File: config.mk
export PLATFORM = sky130hd
export DESIGN_NAME = zoned_floppy_block_mapper_flat
export DESIGN_NICKNAME = d
export VERILOG_FILES = /design/src/sv/zfbm_pkg.sv /design/src/sv/zfbm_if.sv /design/src/sv/zfbm_div.sv /design/src/sv/zoned_floppy_block_mapper.sv /design/src/flat_wrapper.sv
export SDC_FILE = /design/constraint.sdc
export NUM_CORES = 1
export LEC_CHECK = 0
export ABC_AREA = 0
export BUFFER_PORTS_ARGS = -buffer_cell sky130_fd_sc_hd__buf_2
export CAP_MARGIN = 20
export CORE_UTILIZATION = 28
export CTS_BUF_LIST = sky130_fd_sc_hd__clkbuf_16
export CTS_CLUSTER_SIZE = 14
export DETAILED_ROUTE_END_ITERATION = 10
export SYNTH_ARGS = -nofsm -noshare
export SYNTH_HDL_FRONTEND = slang
export SYNTH_SLANG_ARGS = --single-unit
File: constraint.sdc
create_clock -name i_clk -period 6.6 [get_ports i_clk]
set_clock_uncertainty 0.15 [all_clocks]
set_input_delay 0 -clock i_clk [delete_from_list [all_inputs] [get_ports i_clk]]
set_output_delay 0 -clock i_clk [all_outputs]
set_load 0.05 [all_outputs]
File: src/sv/zfbm_pkg.sv
// zfbm_pkg: shared types, constants and zone tables for the zoned floppy block mapper
// no dependencies; used by the interfaces, zfbm_div and zoned_floppy_block_mapper
package zfbm_pkg;

    // field widths
    localparam int BLOCK_W  = 12;
    localparam int TRACK_W  = 7;
    localparam int SECTOR_W = 4;
    localparam int PART_W   = 10;
    localparam int CFG_IDX_W  = 2;
    localparam int CFG_DATA_W = 10;
    localparam int OFF_W    = 9;    // zone-relative block offset, below 384
    localparam int QUOT_W   = 5;    // zone-relative track count, below 32
    localparam int RECIP_W  = 14;
    localparam int RECIP_SH = 16;

    // geometry
    localparam logic [BLOCK_W-1:0] DISK_ONE_SIDE = 12'd800;
    localparam logic [BLOCK_W-1:0] DISK_TWO_SIDE = 12'd1600;
    localparam logic [PART_W-1:0]  PART_RESET    = 10'd800;
    localparam int ZONE_COUNT = 5;

    typedef logic [2:0] t_zone;

    typedef enum logic [1:0] {
        ST_OK        = 2'd0,
        ST_AT_END    = 2'd1,
        ST_BEYOND    = 2'd2,
        ST_PROTECTED = 2'd3
    } t_status;

    // configuration register indexes
    localparam logic [CFG_IDX_W-1:0] CFG_TWO_SIDED       = 2'd0;
    localparam logic [CFG_IDX_W-1:0] CFG_PARTITION       = 2'd1;
    localparam logic [CFG_IDX_W-1:0] CFG_WRITE_PROTECTED = 2'd2;

    // first block of each zone on one side
    function automatic logic [PART_W-1:0] zone_start(t_zone z);
        logic [PART_W-1:0] s;
        unique case (z)
            3'd0:    s = 10'd0;
            3'd1:    s = 10'd192;
            3'd2:    s = 10'd368;
            3'd3:    s = 10'd528;
            3'd4:    s = 10'd672;
            default: s = 10'd0;
        endcase
        return s;
    endfunction

    // sectors per track in each zone
    function automatic logic [SECTOR_W-1:0] zone_sectors(t_zone z);
        logic [SECTOR_W-1:0] d;
        unique case (z)
            3'd0:    d = 4'd12;
            3'd1:    d = 4'd11;
            3'd2:    d = 4'd10;
            3'd3:    d = 4'd9;
            3'd4:    d = 4'd8;
            default: d = 4'd8;
        endcase
        return d;
    endfunction

    // ceil(2^16 / sectors), exact for offsets far beyond 384
    function automatic logic [RECIP_W-1:0] zone_recip(t_zone z);
        logic [RECIP_W-1:0] m;
        unique case (z)
            3'd0:    m = 14'd5462;
            3'd1:    m = 14'd5958;
            3'd2:    m = 14'd6554;
            3'd3:    m = 14'd7282;
            3'd4:    m = 14'd8192;
            default: m = 14'd8192;
        endcase
        return m;
    endfunction

endpackage

File: src/sv/zfbm_if.sv
// zfbm_if: valid/ready channel interfaces for requests, results and configuration writes
// depends on zfbm_pkg for field widths
interface zfbm_req_if;
    logic                          valid;
    logic                          ready;
    logic [zfbm_pkg::BLOCK_W-1:0]  block_number;
    logic                          is_write;

    modport source (output valid, block_number, is_write, input ready);
    modport sink   (input valid, block_number, is_write, output ready);
endinterface

interface zfbm_rsp_if;
    logic                          valid;
    logic                          ready;
    logic [zfbm_pkg::TRACK_W-1:0]  track;
    logic                          head_side;
    logic [zfbm_pkg::SECTOR_W-1:0] sector;
    logic [1:0]                    status;

    modport source (output valid, track, head_side, sector, status, input ready);
    modport sink   (input valid, track, head_side, sector, status, output ready);
endinterface

interface zfbm_cfg_if;
    logic                            valid;
    logic                            ready;
    logic [zfbm_pkg::CFG_IDX_W-1:0]  index;
    logic [zfbm_pkg::CFG_DATA_W-1:0] data;

    modport source (output valid, index, data, input ready);
    modport sink   (input valid, index, data, output ready);
endinterface

File: src/sv/zfbm_div.sv
// zfbm_div: division of a zone-relative offset by the zone's sectors per track
// reciprocal multiply into a register, remainder from the registered quotient; uses zfbm_pkg
module zfbm_div (
    input  logic                           i_clk,
    input  logic                           i_en,
    input  logic [zfbm_pkg::OFF_W-1:0]     i_off,
    input  zfbm_pkg::t_zone                i_zone,
    output logic [zfbm_pkg::QUOT_W-1:0]    o_quot,
    output logic [zfbm_pkg::SECTOR_W-1:0]  o_rem
);
    import zfbm_pkg::*;

    logic [OFF_W+RECIP_W-1:0] w_prod;
    logic [QUOT_W-1:0]        n_quot;
    logic [QUOT_W-1:0]        r_quot;
    logic [OFF_W-1:0]         r_off;
    logic [SECTOR_W-1:0]      r_div;
    logic [OFF_W-1:0]         w_back;

    // quotient by reciprocal multiply
    always_comb begin
        w_prod = (OFF_W+RECIP_W)'(i_off) * (OFF_W+RECIP_W)'(zone_recip(i_zone));
        n_quot = w_prod[RECIP_SH +: QUOT_W];
    end

    // quotient stage register
    always_ff @(posedge i_clk) begin
        if (i_en) begin
            r_quot <= n_quot;
            r_off  <= i_off;
            r_div  <= zone_sectors(i_zone);
        end
    end

    // remainder from quotient times divisor
    always_comb begin
        w_back = OFF_W'(r_quot) * OFF_W'(r_div);
    end

    assign o_quot = r_quot;
    assign o_rem  = SECTOR_W'(r_off - w_back);

endmodule

File: src/sv/zoned_floppy_block_mapper.sv
// zoned_floppy_block_mapper: top level of the zoned floppy block mapper
// depends on zfbm_pkg, the zfbm_*_if interfaces and zfbm_div
//
// Usage:
//   i_req carries a logical block number and a write flag; o_rsp returns the
//   track, head, sector and a status code (ok, at end of partition, beyond
//   end, write protected). Every request yields exactly one result, in order.
//   i_cfg writes the two-sided flag, the partition size and the write-protect
//   flag by register index; it is always ready, and writes to an unused index
//   are dropped. Write configuration only while no request is in flight.
// Timing:
//   three register stages (limit check and zone select, reciprocal multiply,
//   remainder and track assembly); a result is valid once its request has
//   passed all three registers. One request per cycle is accepted while
//   o_rsp.ready stays high.
// Reset and stalls:
//   reset empties the pipeline and loads one-sided, 800 blocks, unprotected.
//   When o_rsp.ready is low the output register holds its result and the
//   earlier stages keep filling until every stage is full; then i_req.ready
//   drops, and nothing is lost or repeated.
module zoned_floppy_block_mapper (
    input  logic i_clk,
    input  logic i_rst_n,
    zfbm_req_if.sink   i_req,
    zfbm_cfg_if.sink   i_cfg,
    zfbm_rsp_if.source o_rsp
);
    import zfbm_pkg::*;

    // configuration registers
    logic              r_two_sided;
    logic [PART_W-1:0] r_part;
    logic              r_wprot;

    // pipeline valid bits and stage advance
    logic r_v1, r_v2, r_v3;
    logic w_adv1, w_adv2, w_adv3;

    // stage 1 payload
    t_status         r_st1;
    t_zone           r_z1;
    logic [OFF_W-1:0] r_off1;

    // stage 2 payload
    t_status r_st2;
    t_zone   r_z2;

    // stage 3 (output) payload
    logic [TRACK_W-1:0]  r_track;
    logic                r_head;
    logic [SECTOR_W-1:0] r_sector;
    t_status             r_st3;

    // stage 1 combinational
    logic [BLOCK_W-1:0] w_limit;
    logic [BLOCK_W-1:0] w_disk;
    logic [BLOCK_W-1:0] w_bound;
    logic [BLOCK_W-1:0] w_start;
    logic [BLOCK_W-1:0] w_rel;
    t_status            n_st1;
    t_zone              n_z1;

    // stage 3 combinational
    logic [QUOT_W-1:0]   w_quot;
    logic [SECTOR_W-1:0] w_rem;
    logic [TRACK_W-1:0]  n_track;
    logic                n_head;
    logic [SECTOR_W-1:0] n_sector;

    // ready chain, output register first
    assign w_adv3 = !r_v3 || o_rsp.ready;
    assign w_adv2 = !r_v2 || w_adv3;
    assign w_adv1 = !r_v1 || w_adv2;
    assign i_req.ready = w_adv1;
    assign i_cfg.ready = 1'b1;

    // configuration writes
    always_ff @(posedge i_clk) begin
        if (!i_rst_n) begin
            r_two_sided <= 1'b0;
            r_part      <= PART_RESET;
            r_wprot     <= 1'b0;
        end else if (i_cfg.valid) begin
            unique case (i_cfg.index)
                CFG_TWO_SIDED:       r_two_sided <= i_cfg.data[0];
                CFG_PARTITION:       r_part      <= i_cfg.data[PART_W-1:0];
                CFG_WRITE_PROTECTED: r_wprot     <= i_cfg.data[0];
                default: ;
            endcase
        end
    end

    // limit checks, zone select and zone-relative offset
    always_comb begin
        w_limit = r_two_sided ? {1'b0, r_part, 1'b0} : {2'b00, r_part};
        w_disk  = r_two_sided ? DISK_TWO_SIDE : DISK_ONE_SIDE;

        if (i_req.block_number == w_limit) begin
            n_st1 = ST_AT_END;
        end else if (i_req.block_number > w_limit) begin
            n_st1 = ST_BEYOND;
        end else if (i_req.is_write && r_wprot) begin
            n_st1 = ST_PROTECTED;
        end else if (i_req.block_number >= w_disk) begin
            n_st1 = ST_BEYOND;
        end else begin
            n_st1 = ST_OK;
        end

        n_z1 = '0;
        for (int k = 1; k < ZONE_COUNT; k++) begin
            w_bound = BLOCK_W'(zone_start(t_zone'(k))) << r_two_sided;
            if (i_req.block_number >= w_bound) begin
                n_z1 = t_zone'(k);
            end
        end

        w_start = BLOCK_W'(zone_start(n_z1)) << r_two_sided;
        w_rel   = i_req.block_number - w_start;
    end

    // stage 1 register
    always_ff @(posedge i_clk) begin
        if (!i_rst_n) begin
            r_v1 <= 1'b0;
        end else if (w_adv1) begin
            r_v1 <= i_req.valid;
        end
    end

    always_ff @(posedge i_clk) begin
        if (w_adv1) begin
            r_st1  <= n_st1;
            r_z1   <= n_z1;
            r_off1 <= w_rel[OFF_W-1:0];
        end
    end

    // stage 2: divider holds quotient, sideband moves alongside
    zfbm_div u_div (
        .i_clk  (i_clk),
        .i_en   (w_adv2),
        .i_off  (r_off1),
        .i_zone (r_z1),
        .o_quot (w_quot),
        .o_rem  (w_rem)
    );

    always_ff @(posedge i_clk) begin
        if (!i_rst_n) begin
            r_v2 <= 1'b0;
        end else if (w_adv2) begin
            r_v2 <= r_v1;
        end
    end

    always_ff @(posedge i_clk) begin
        if (w_adv2) begin
            r_st2 <= r_st1;
            r_z2  <= r_z1;
        end
    end

    // track and head assembly; non-ok results carry zero fields
    always_comb begin
        if (r_st2 != ST_OK) begin
            n_track  = '0;
            n_head   = 1'b0;
            n_sector = '0;
        end else if (r_two_sided) begin
            n_track  = {r_z2, 4'b0000} + TRACK_W'(w_quot[QUOT_W-1:1]);
            n_head   = w_quot[0];
            n_sector = w_rem;
        end else begin
            n_track  = {r_z2, 4'b0000} + TRACK_W'(w_quot);
            n_head   = 1'b0;
            n_sector = w_rem;
        end
    end

    // stage 3 output register
    always_ff @(posedge i_clk) begin
        if (!i_rst_n) begin
            r_v3 <= 1'b0;
        end else if (w_adv3) begin
            r_v3 <= r_v2;
        end
    end

    always_ff @(posedge i_clk) begin
        if (w_adv3) begin
            r_track  <= n_track;
            r_head   <= n_head;
            r_sector <= n_sector;
            r_st3    <= r_st2;
        end
    end

    assign o_rsp.valid     = r_v3;
    assign o_rsp.track     = r_track;
    assign o_rsp.head_side = r_head;
    assign o_rsp.sector    = r_sector;
    assign o_rsp.status    = r_st3;

`ifndef SYNTHESIS
    // a refused or out-of-range request never carries a location
    a_err_zero: assert property (@(posedge i_clk) disable iff (!i_rst_n)
        (o_rsp.valid && o_rsp.status != ST_OK) |->
            (o_rsp.track == '0 && o_rsp.sector == '0 && !o_rsp.head_side))
        else $error("non-ok result carries a location");

    // a mapped block lands on the disk
    a_geom: assert property (@(posedge i_clk) disable iff (!i_rst_n)
        (o_rsp.valid && o_rsp.status == ST_OK) |->
            (o_rsp.track < 7'd80 && o_rsp.sector < 4'd12))
        else $error("mapped location off the disk");

    // one-sided disks use head zero only
    a_head: assert property (@(posedge i_clk) disable iff (!i_rst_n)
        (o_rsp.valid && !r_two_sided) |-> !o_rsp.head_side)
        else $error("head one on a one-sided disk");

    // an empty output register never blocks the input
    a_ready: assert property (@(posedge i_clk) disable iff (!i_rst_n)
        !r_v3 |-> i_req.ready)
        else $error("input stalled with empty output");

    // a stalled result stays put
    a_hold: assert property (@(posedge i_clk) disable iff (!i_rst_n)
        (r_v3 && !o_rsp.ready) |=> (r_v3 && $stable(r_track) && $stable(r_sector)
            && $stable(r_st3) && $stable(r_head)))
        else $error("stalled result changed");
`endif

endmodule
File: src/flat_wrapper.sv
// flat-port wrapper written by rule: the top's interface ports become plain ports
module zoned_floppy_block_mapper_flat import zfbm_pkg::*;
  (i_clk, i_rst_n, i_req_valid, i_req_block_number, i_req_is_write, i_req_ready, i_cfg_valid, i_cfg_index, i_cfg_data, i_cfg_ready, o_rsp_valid, o_rsp_track, o_rsp_head_side, o_rsp_sector, o_rsp_status, o_rsp_ready);
  zfbm_req_if i_req_i ();
  zfbm_cfg_if i_cfg_i ();
  zfbm_rsp_if o_rsp_i ();
  input  logic i_clk;
  input  logic i_rst_n;
  input wire logic [$bits(i_req_i.valid)-1:0] i_req_valid;
  input wire logic [$bits(i_req_i.block_number)-1:0] i_req_block_number;
  input wire logic [$bits(i_req_i.is_write)-1:0] i_req_is_write;
  output wire logic [$bits(i_req_i.ready)-1:0] i_req_ready;
  input wire logic [$bits(i_cfg_i.valid)-1:0] i_cfg_valid;
  input wire logic [$bits(i_cfg_i.index)-1:0] i_cfg_index;
  input wire logic [$bits(i_cfg_i.data)-1:0] i_cfg_data;
  output wire logic [$bits(i_cfg_i.ready)-1:0] i_cfg_ready;
  output wire logic [$bits(o_rsp_i.valid)-1:0] o_rsp_valid;
  output wire logic [$bits(o_rsp_i.track)-1:0] o_rsp_track;
  output wire logic [$bits(o_rsp_i.head_side)-1:0] o_rsp_head_side;
  output wire logic [$bits(o_rsp_i.sector)-1:0] o_rsp_sector;
  output wire logic [$bits(o_rsp_i.status)-1:0] o_rsp_status;
  input wire logic [$bits(o_rsp_i.ready)-1:0] o_rsp_ready;
  assign i_req_i.valid = i_req_valid;
  assign i_req_i.block_number = i_req_block_number;
  assign i_req_i.is_write = i_req_is_write;
  assign i_req_ready = i_req_i.ready;
  assign i_cfg_i.valid = i_cfg_valid;
  assign i_cfg_i.index = i_cfg_index;
  assign i_cfg_i.data = i_cfg_data;
  assign i_cfg_ready = i_cfg_i.ready;
  assign o_rsp_valid = o_rsp_i.valid;
  assign o_rsp_track = o_rsp_i.track;
  assign o_rsp_head_side = o_rsp_i.head_side;
  assign o_rsp_sector = o_rsp_i.sector;
  assign o_rsp_status = o_rsp_i.status;
  assign o_rsp_i.ready = o_rsp_ready;
  zoned_floppy_block_mapper u_core (.i_clk(i_clk), .i_rst_n(i_rst_n), .i_req(i_req_i), .i_cfg(i_cfg_i), .o_rsp(o_rsp_i));
endmodule
---- Word level (Yosys, flattened, before mapping) ----
Cells that the tools add are included.
word-level totals
  flip-flop bits (word level) ............. 61
  output and inout bits ................... 17
  bits of input ports ..................... 30
  word-level logic and storage cells ...... 73
cells by class
  eq/ne operators ......................... 10
  $add $sub $neg .......................... 4
  reductions and logical operators ........ 14
  $lt $le $gt $ge ......................... 6
  muxes and demuxes ....................... 13
  shifts and indexed selects .............. 5
  multipliers ............................. 2
  bitwise operators ....................... 1
operator list
  operator                 count
  $pmux W14 S4             1
  $ge A12 B12 Y1           4
  $pmux W10 S4             1
  $shl A10 B1 Y12 const A  2
  $mux W11                 2
  $mul A9 B14 Y21          1
  $eq A12 B11 Y1           1
  $eq A3 B2 Y1 const B     4
  $ge A12 B11 Y1           1
  $gt A12 B11 Y1           1
  $pmux W3 S4              1
  $shl A8 B1 Y12 const A   1
  $shl A9 B1 Y12 const A   1
  $mux W2                  5
  $shl A10 B1 Y9           1
  $sub A9 B9 Y9            1
  $add A7 B4 Y7            1
  $add A7 B5 Y7            1
  $mux W7                  1
  $eq A3 B1 Y1 const B     2
  $reduce_and A2 Y1        3
  $mul A5 B4 Y4            1
  $sub A4 B4 Y4            1
  $eq A3 B3 Y1 const B     1
  other kinds (12)         16

---- Longest topological paths before layout ----
Gate-level depths: netlist of the first run.
  word-level depth ........................ 10
  mapped depth ............................ 20
  mapped depth without buffers ............ 18

---- By module ----
From an unflattened synthesis of the first run, not the netlist that was laid out.
second synthesis, totals
  cells, all modules ...................... 686
  area, all modules ....................... 6650.1 um2
by module, submodules not included
  module                     seq. area each (um2)  times used  cells each  area each (um2)
  zfbm_div                   360.3                 1           436         3925.0
  zoned_floppy_block_mapper  1291.2                1           250         2725.1

---- Worst setup path before layout of the first run ----
OpenSTA, ideal clock, no wires.
  path kind ............................... reg2reg
  from .................................... register u_core.r_z1[1]
  to ...................................... register u_core.u_div.r_quot[4] (netlist: u_core.u_div.o_quot[4]), data pin
  library setup time ...................... 0.261 ns
  stages on the path, launching flop included .. 19
  path slack .............................. 1.307 ns
  arrival time ............................ 4.882 ns
  buffers on the path ..................... 1
  cell sequence ........................... edfxtp_1 > clkbuf_1 > inv_1 > nor2_1 > nand2_1 > fa_1 > fa_1 > inv_1 > fa_1 > inv_1 > fa_1 > inv_1 > ha_1 > and3_1 > a221oi_1 > a211oi_1 > a211oi_1 > nor3b_1 > nor4_1
on the way
  longest elaborated chain between the ends .. 3
RTL lines
  element                                     line                              text
  start, declared                             zoned_floppy_block_mapper.sv:41   t_zone r_z1;
  start signal, assigned                      zoned_floppy_block_mapper.sv:134  r_z1 <= n_z1;
  $eq A3 B2 Y1, or another cell as far along  zfbm_pkg.sv:68                    unique case (z)
  $pmux W14 S4 *                              zfbm_pkg.sv:68
  $mul A9 B14 Y21 *                           zfbm_div.sv:22                    w_prod = (OFF_W+RECIP_W)'(i_off) * (OFF_W+RECIP_W)'(zone_recip(i_zone));
  named net u_core.u_div.w_prod[20]           zfbm_div.sv:13                    logic [OFF_W+RECIP_W-1:0] w_prod;
  end signal, assigned                        zfbm_div.sv:29                    r_quot <= n_quot;
  end, declared                               zfbm_div.sv:15                    logic [QUOT_W-1:0] r_quot;
The timed path passes the listed nets; every way through them passes the cells marked *.
A chain may end at the register's enable or synchronous reset.

---- Worst setup path in the final report of the first run ----
  from .................................... register u_core.r_z1[2]
  to ...................................... register u_core.u_div.r_quot[4] (netlist: u_core.u_div.o_quot[4]), data pin
The elaborated chain is that of the path after synthesis.

==> flow_summary_export.csv, run 1 <==
group,metric,value,unit
run_status,outcome,"finished, final reports clean",
cells_and_area,layout-drive-gt1-share,0.09634,
grt,overflow,0,
clocking,cts_resized,0,
cells_and_area,finalNetCount,905,
synthesis,synth_top_cell_by_area,"fa_1",
timing,finalSetupTns,0,ps
synthesis,synth_most_common_cell,"inv_1",
clocking,numClockSinks,60,
placed_design,io_buffers,45,
detailed_routing,vias,4527,
clocking,cts.path.max_buffers,2,
clocking,cts_buffers,9,
grt,grt_max_degree,30,
grt,antenna_found_initial,0,
timing,holdWs,18.26,ps
cells_and_area,area_delta_synth_final,17.16,%
detailed_routing,wl_per_cell,12.78,um
clocking,clkLatencyLatePin,320,ps
synthesis,synth_top_family_by_area,"adder cells",
setup_path,cp-end-kind,"flop",
placed_design,place_congestion,0.9223,
synthesis,synth-edff-count,45,
timing,fin_crit_sh,0.8920,
floorplanning,dieArea,23390,um^2
floorplanning,io_pins,47,
min_path,worstHoldPathType,"in2reg",
setup_path,reg2reg_from,"u_core.r_z1[2]",
cells_and_area,fillers,2226,
setup_path,worstPathMaxFanout,21,
synthesis,yosys_warnings,0,
power_and_ir_drop,internal-power,988.7,uW
synthesis,synthArstFlopShare,0,
floorplanning,die-width,152.9,um
clocking,h-tree-depth,3,
power_and_ir_drop,combPwrFrac,0.399,
timing,fin_crit,5887,ps
floorplanning,coreArea,22090,um^2
synthesis,synth_commonest_cells,"122 x inv_1, 79 x fa_1, 74 x nand2_1",
power_and_ir_drop,switching_share,0.3452,
synthesis,synth_mux_area_frac,0.02844,
timing,setup_violations,0,
synthesis,synthTopCellsByArea,"fa_1 25%, edfxtp_1 21%, ha_1 13%, inv_1 7.2%, dfxtp_1 4.7%",
timing,slew_headroom,0.4617,
power_and_ir_drop,powerDensity,202.0,nW/um^2
synthesis,synthXorXnorAreaFrac,0.02883,
clocking,tritoncts,"built",
cells_and_area,design_area,7475,um^2
timing,slew_viol_final,0,
timing,tightest_slew,805.2,ps
placed_design,placed_area,6892,um^2
clocking,ctsRootBufferMaster,"clkbuf_16",
synthesis,synthFlopType,"edfxtp_1",
min_path,hold_start,"i_req_is_write",
grt,grt_use_total,0.1181,
synthesis,synth_seq_area_share,0.2589,
synthesis,ys_types,56,
detailed_routing,drtIter0Drc,269,
power_and_ir_drop,p_clk_frac,0.275,
setup_path,required,6510,ps
detailed_routing,postRouteAntennaNets,0,
clocking,postCtsSetupBuffers,0,
synthesis,yosys.area_share.simple,0.1534,
cells_and_area,n_antenna_cell,0,
detailed_routing,routed_wl,13.00,mm
placed_design,place_hpwl,10.80,mm
power_and_ir_drop,power_switching,521.2,uW
grt,grt_pass1_vias,4650,
clocking,clkTransAtPathRegs,50,ps
synthesis,synth.top_cell.area_share,0.2479,
flow_run,max_cap_violations,0,
cells_and_area,final_util,0.3383,
synthesis,syn_area,6380,um^2
setup_path,critPathLaunchType,"flop",
synthesis,synthAdderAreaFrac,0.3734,
detailed_routing,dr.pass1.iters,5,
grt,grt_pass1_wl,22.41,mm
floorplanning,start_util,0.2888,
power_and_ir_drop,leakage,0.003607,uW
setup_path,worst-endpoint-arrival,5790,ps
synthesis,syn_inst,663,
synthesis,syn_area_per_cell,9.623,um^2
detailed_routing,drcViolationCount,0,
clocking,cts_hold_buf,31,
timing,hold_violations,0,
timing,fmax,169.9,MHz
setup_path,cp-startpoint,"u_core.r_z1[2]",
synthesis,ys_ff_latch,60,
detailed_routing,vias_per_cell,4.451,
setup_path,crit_type,"reg2reg",
synthesis,synth_compound_area_frac,0.07001,
timing,rsz0062_at_grt,"false",
floorplanning,rows,54,
power_and_ir_drop,p_seq_frac,0.327,
power_and_ir_drop,ir_drop,0.1265,mV
floorplanning,die_h,152.9,um
cell type report:
| cell class | count | area [um^2] | share of cell area |
|---|---|---|---|
| Tap cell | 280 | 350.3 | 0.04687 |
| Timing Repair Buffer | 78 | 550.5 | 0.07365 |
| Inverter | 124 | 465.4 | 0.06227 |
| Clock buffer | 10 | 250.2 | 0.03348 |
| Sequential cell | 60 | 1652 | 0.2210 |
| Multi-Input combinational cell | 459 | 4184 | 0.5598 |
| Clock inverter | 6 | 22.52 | 0.003013 |
metrics by stage:
step | setup WS (ps) | power [uW] | cells
4_1_cts | 628.3 | 1535 | 1017
2_1_floorplan | 1307 | 953.3 | 664
3_3_place_gp | 756.0 | 1091 | 970
3_5_place_dp | 651.3 | 1100 | 970
5_1_grt | 201.2 | 1646 | 1017
6_report | 712.6 | 1510 | 1017
cells by family (layout without fill, tap and decap cells):
group | count (synthesis) | in the layout
DFF | 60 | 60
buffers and inverters | 145 | 218
adders and majority gates | 143 | 143
and+or+nand+nor | 212 | 212
other | 2 | 3
muxes | 18 | 18
AOI/OAI and AO/OA | 62 | 62
xor gates and xnor gates | 21 | 21
cell usage in the layout (no fill, tap or decap), types with 6 or more instances in the layout:
cell           count
a21boi_0           9
a21o_1             7
a21oi_1           14
and2_1            10
buf_2             45
clkbuf_16         10
dfxtp_1           15
dlygate4sd3_1     31
edfxtp_1          45
fa_1              79
ha_1              64
inv_1            125
mux2i_1           17
nand2_1           74
nand2b_1           7
nand3_1            9
nor2_1            66
nor2b_1           16
nor3_1             6
o21ai_0            8
xnor2_1           16
layer usage:
| layer | GRT usage | part of all wire | vias up | routed length (um) |
|---|---|---|---|---|
| met4 | 0.01684 | 0.0045 | 0 | 59 |
| met2 | 0.2071 | 0.49 | 93 | 6375 |
| met1 | 0.1544 | 0.47 | 2179 | 6115 |
| met5 | 0 | 0 | - | 0 |
| met3 | 0.02126 | 0.034 | 4 | 447 |
| li1 | - | - | 2251 | - |
state kept, by name, indices dropped and copies added (netlist names), 2 cells and up:
name	flops
u_core.r_part	10
u_core.r_st2	2
u_core.u_div.o_quot	5
u_core.r_z1	3
u_core.o_rsp.status	2
u_core.r_st1	2
u_core.u_div.r_off	4
u_core.o_rsp.track	7
u_core.u_div.r_div	3
u_core.o_rsp.sector	4
u_core.r_z2	3
u_core.r_off1	9
worst max-delay path, stage by stage (launching register included):
cell and delay (ps):
edfxtp_1 630, nor2b_1 630, nand2_1 240, fa_1 580
inv_1 50, fa_1 490, inv_1 50, fa_1 460
fa_1 560, inv_1 40, ha_1 290, and3_1 210
a221oi_1 350, a211oi_1 150, a211oi_1 420, nor3b_1 240
nor4_1 80
power by group through the flow:
stage	Sequential [uW]	Combinational [uW]	Clock, uW
after detailed placement	501	599	0
final	493	602	415
after global placement	500	591	0
after global routing	500	702	444
after floorplan	503	450	0
after CTS	494	616	425
path summary, 6_finish.rpt:
| path | to | slack [ps] | depth (start not counted) |
|---|---|---|---|
| worst min register to register | u_core.r_st2[0] | 270 | 0 |
| worst min-delay path | u_core.r_st1[0] | 20 | 3 |
| worst max-delay path | u_core.u_div.o_quot[4] | 710 | 16 |
| worst max register to register | u_core.u_div.o_quot[4] | 710 | 16 |
Note: power is estimated with default switching activity, not from simulation.
==> run 2: changes to the inputs <==
Settings changed: SKIP_CTS_REPAIR_TIMING from default to 1, SYNTH_HIERARCHICAL from default to 1.
==> flow_summary_export.csv, run 2 <==
group,metric,value,unit
floorplanning,dieArea,24370,um^2
cells_and_area,final_common_cell,"inv_1",
placed_design,place_hpwl,12.15,mm
setup_path,cpLargestDelayFamily,"adder cells",
floorplanning,rows,56,
clocking,ctsRootBufferMaster,"clkbuf_16",
synthesis,synth_compound_area_frac,0.09407,
timing,fin_crit_sh,0.9085,
detailed_routing,drtIter0Drc,229,
setup_path,worst-endpoint-arrival,5910,ps
setup_path,cp-startpoint,"u_core/r_z1[1]",
detailed_routing,drcViolationCount,0,
min_path,worstHoldPathType,"in2reg",
synthesis,synthArstFlopShare,0,
cells_and_area,regMostFlops,"u_core/r_part",
synthesis,syn_area,6650,um^2
power_and_ir_drop,ir_drop,0.1423,mV
timing,tightest_slew,822.3,ps
synthesis,synth_seq_area_share,0.2484,
synthesis,ys_ff_latch,60,
synthesis,synth_mux_area_frac,0.02408,
setup_path,worstPathBufferInverterCount,4,
setup_path,reg2reg_from,"u_core/r_z1[1]",
setup_path,crit_chain,"nor2b_1, nand2_1, nor2_1, inv_1, fa_1, inv_1, fa_1, fa_1, inv_1, fa_1, inv_1, ha_1, and3_1, a221o_1, a221oi_1, o41ai_2, xor2_1",
synthesis,syn_inst,686,
detailed_routing,vias_per_cell,4.456,
power_and_ir_drop,powerDensity,210.7,nW/um^2
synthesis,yosys_warnings,6,
synthesis,synth_top_cell_by_area,"fa_1",
detailed_routing,wl_per_cell,13.92,um
floorplanning,coreArea,23400,um^2
clocking,numClockSinks,60,
timing,rsz0062_at_grt,"false",
setup_path,worstPathMaxFanout,20,
clocking,cts_buffers,9,
setup_path,cp-end-kind,"flop",
timing,slew_viol_final,0,
floorplanning,io_pins,47,
timing,setup_violations,0,
synthesis,synth-edff-count,45,
cells_and_area,area_delta_synth_final,16.99,%
setup_path,reg2reg_setup_slack,600,ps
detailed_routing,vias,4804,
cells_and_area,fillers,2445,
setup_path,reg2reg_depth,17,
synthesis,syn-num-nets,861,
cells_and_area,multi_input_area,4454,um^2
timing,fmax,166.8,MHz
setup_path,r2r_end,"u_core/u_div/o_quot[3]",
grt,grt_use_total,0.1327,
synthesis,synthFlopType,"edfxtp_1",
cells_and_area,layout-drive-gt1-share,0.1041,
synthesis,synth_most_common_cell,"inv_1",
grt,grt_pass1_wl,25.15,mm
setup_path,endpoint,"u_core/u_div/o_quot[3]",
synthesis,synth.top_cell.area_share,0.2378,
cells_and_area,final_cell_mix,"118 x inv_1, 79 x fa_1, 66 x nand2_1, 66 x ha_1, 57 x nor2_1",
synthesis,ys_types,60,
synthesis,synth_commonest_cells,"117 x inv_1, 79 x fa_1, 66 x ha_1, 66 x nand2_1, 57 x nor2_1",
cells_and_area,ff_latch_area,1652,um^2
setup_path,critPathLaunchType,"flop",
cells_and_area,final_util,0.3324,
clocking,cts.path.max_buffers,2,
cells_and_area,largest_register_ffs,10,
clocking,tritoncts,"built",
floorplanning,die_h,156.1,um
synthesis,synthXorXnorAreaFrac,0.03029,
run_status,outcome,"finished, final reports clean",
setup_path,crit_type,"reg2reg",
timing,fin_crit,5996,ps
setup_path,slowest_delay,740,ps
flow_run,max_cap_violations,0,
detailed_routing,postRouteAntennaNets,0,
clocking,clkLatencyLatePin,330,ps
grt,overflow,0,
power_and_ir_drop,leakage,0.003718,uW
detailed_routing,routed_wl,15.00,mm
floorplanning,die-width,156.1,um
detailed_routing,dr.pass1.iters,4,
synthesis,synthAdderAreaFrac,0.3620,
setup_path,critPathSlowestCell,"edfxtp_1",
cells_and_area,n_antenna_cell,0,
clocking,clkTransAtPathRegs,50,ps
timing,finalSetupTns,0,ps
synthesis,synth_top_family_by_area,"adder cells",
clocking,h-tree-depth,3,
grt,grt_pass1_vias,4991,
synthesis,yosys.area_share.simple,0.1577,
timing,slew_headroom,0.4505,
setup_path,cp.depth,17,
setup_path,required,6520,ps
synthesis,synthTopCellsByArea,"fa_1 24%, edfxtp_1 20%, ha_1 12%, inv_1 6.6%, dfxtp_1 4.5%",
cells_and_area,finalNetCount,929,
floorplanning,start_util,0.2842,
grt,grt_max_degree,29,
timing,hold_violations,0,
cells_and_area,stdcell_count,1078,
placed_design,place_congestion,0.9050,
placed_design,io_buffers,45,
placed_design,dpl.cell_count,1031,
synthesis,syn_area_per_cell,9.694,um^2
grt,antenna_found_initial,0,
-- run 2: cell count changes in the layout (fill, tap and decap cells not counted), moves of 4 or more --
cell      before  now
nand4_1        3    8
and2_1        10   25
nor2_1        66   57
a21oi_1       14   19
nand2_1       74   66
inv_1        125  118
nand2b_1       7   11
-- run 2: worst min-delay path by stage --
| stage | startpoint | to | slack (ps) | depth (start not counted) |
|---|---|---|---|---|
| 6_report | i_req_block_number[8] | u_core/r_off1[8] | 30 | 3 |
| 3_5_place_dp | i_cfg_data[9] | u_core/r_part[9] | 60 | 3 |
| 2_1_floorplan | i_req_block_number[0] | u_core/r_off1[0] | -50 | 0 |
| 4_1_cts | i_cfg_data[9] | u_core/r_part[9] | -280 | 3 |
| 3_3_place_gp | i_cfg_data[8] | u_core/r_part[8] | 60 | 3 |
| 5_1_grt | i_req_block_number[11] | u_core/r_st1[1] | 40 | 3 |
-- run 2: per-layer routing --
layer,wire [um],part of all wire,track usage,up-vias
li1,-,-,-,2369
met1,6929,0.46,0.1738,2302
met2,7161,0.48,0.2207,109
met3,619,0.041,0.02528,24
met4,293,0.020,0.04015,0
met5,0,0,0,-
-- run 2: kinds of logic after synthesis --
family / count (synthesis)
multiplexers: 16
adder cells (fa/ha/maj): 145
flip-flops: 60
buffers and inverters: 140
XOR/XNOR: 23
AND/OR/NAND/NOR: 216
AO/OA/AOI/OAI: 83
other: 3
-- run 2: final cells by class --
cell class | count | share of cell area
clock buffer | 10 | 0.03216
tap | 319 | 0.05130
inverter | 119 | 0.05741
clock inverter | 6 | 0.003538
sequential | 60 | 0.2123
multi-input combinational | 486 | 0.5725
timing repair buffer | 78 | 0.07076
-- run 2: per-stage QoR --
stage          total power, uW  hold WS (ps)  worst slack (ps)  cell area, um^2
2_1_floorplan             1023        -51.13              1416             6650
3_3_place_gp              1188         60.17             786.5             7192
3_5_place_dp              1200         61.32             594.7             7192
4_1_cts                   1649        -284.9             603.0             7470
5_1_grt                   1778         44.21             222.5             7780
6_report                  1640         25.92             604.1             7780
-- run 2: report_power, final --
group          leakage (uW)  switching (uW)  internal (uW)
Clock              0.000149             163            272
Sequential         0.000620            44.3            459
Combinational       0.00295             411            290
-- run 2: worst min-delay path: stages --
cell	delay [ps]
buf_2	150
xnor2_1	100
xnor2_1	140
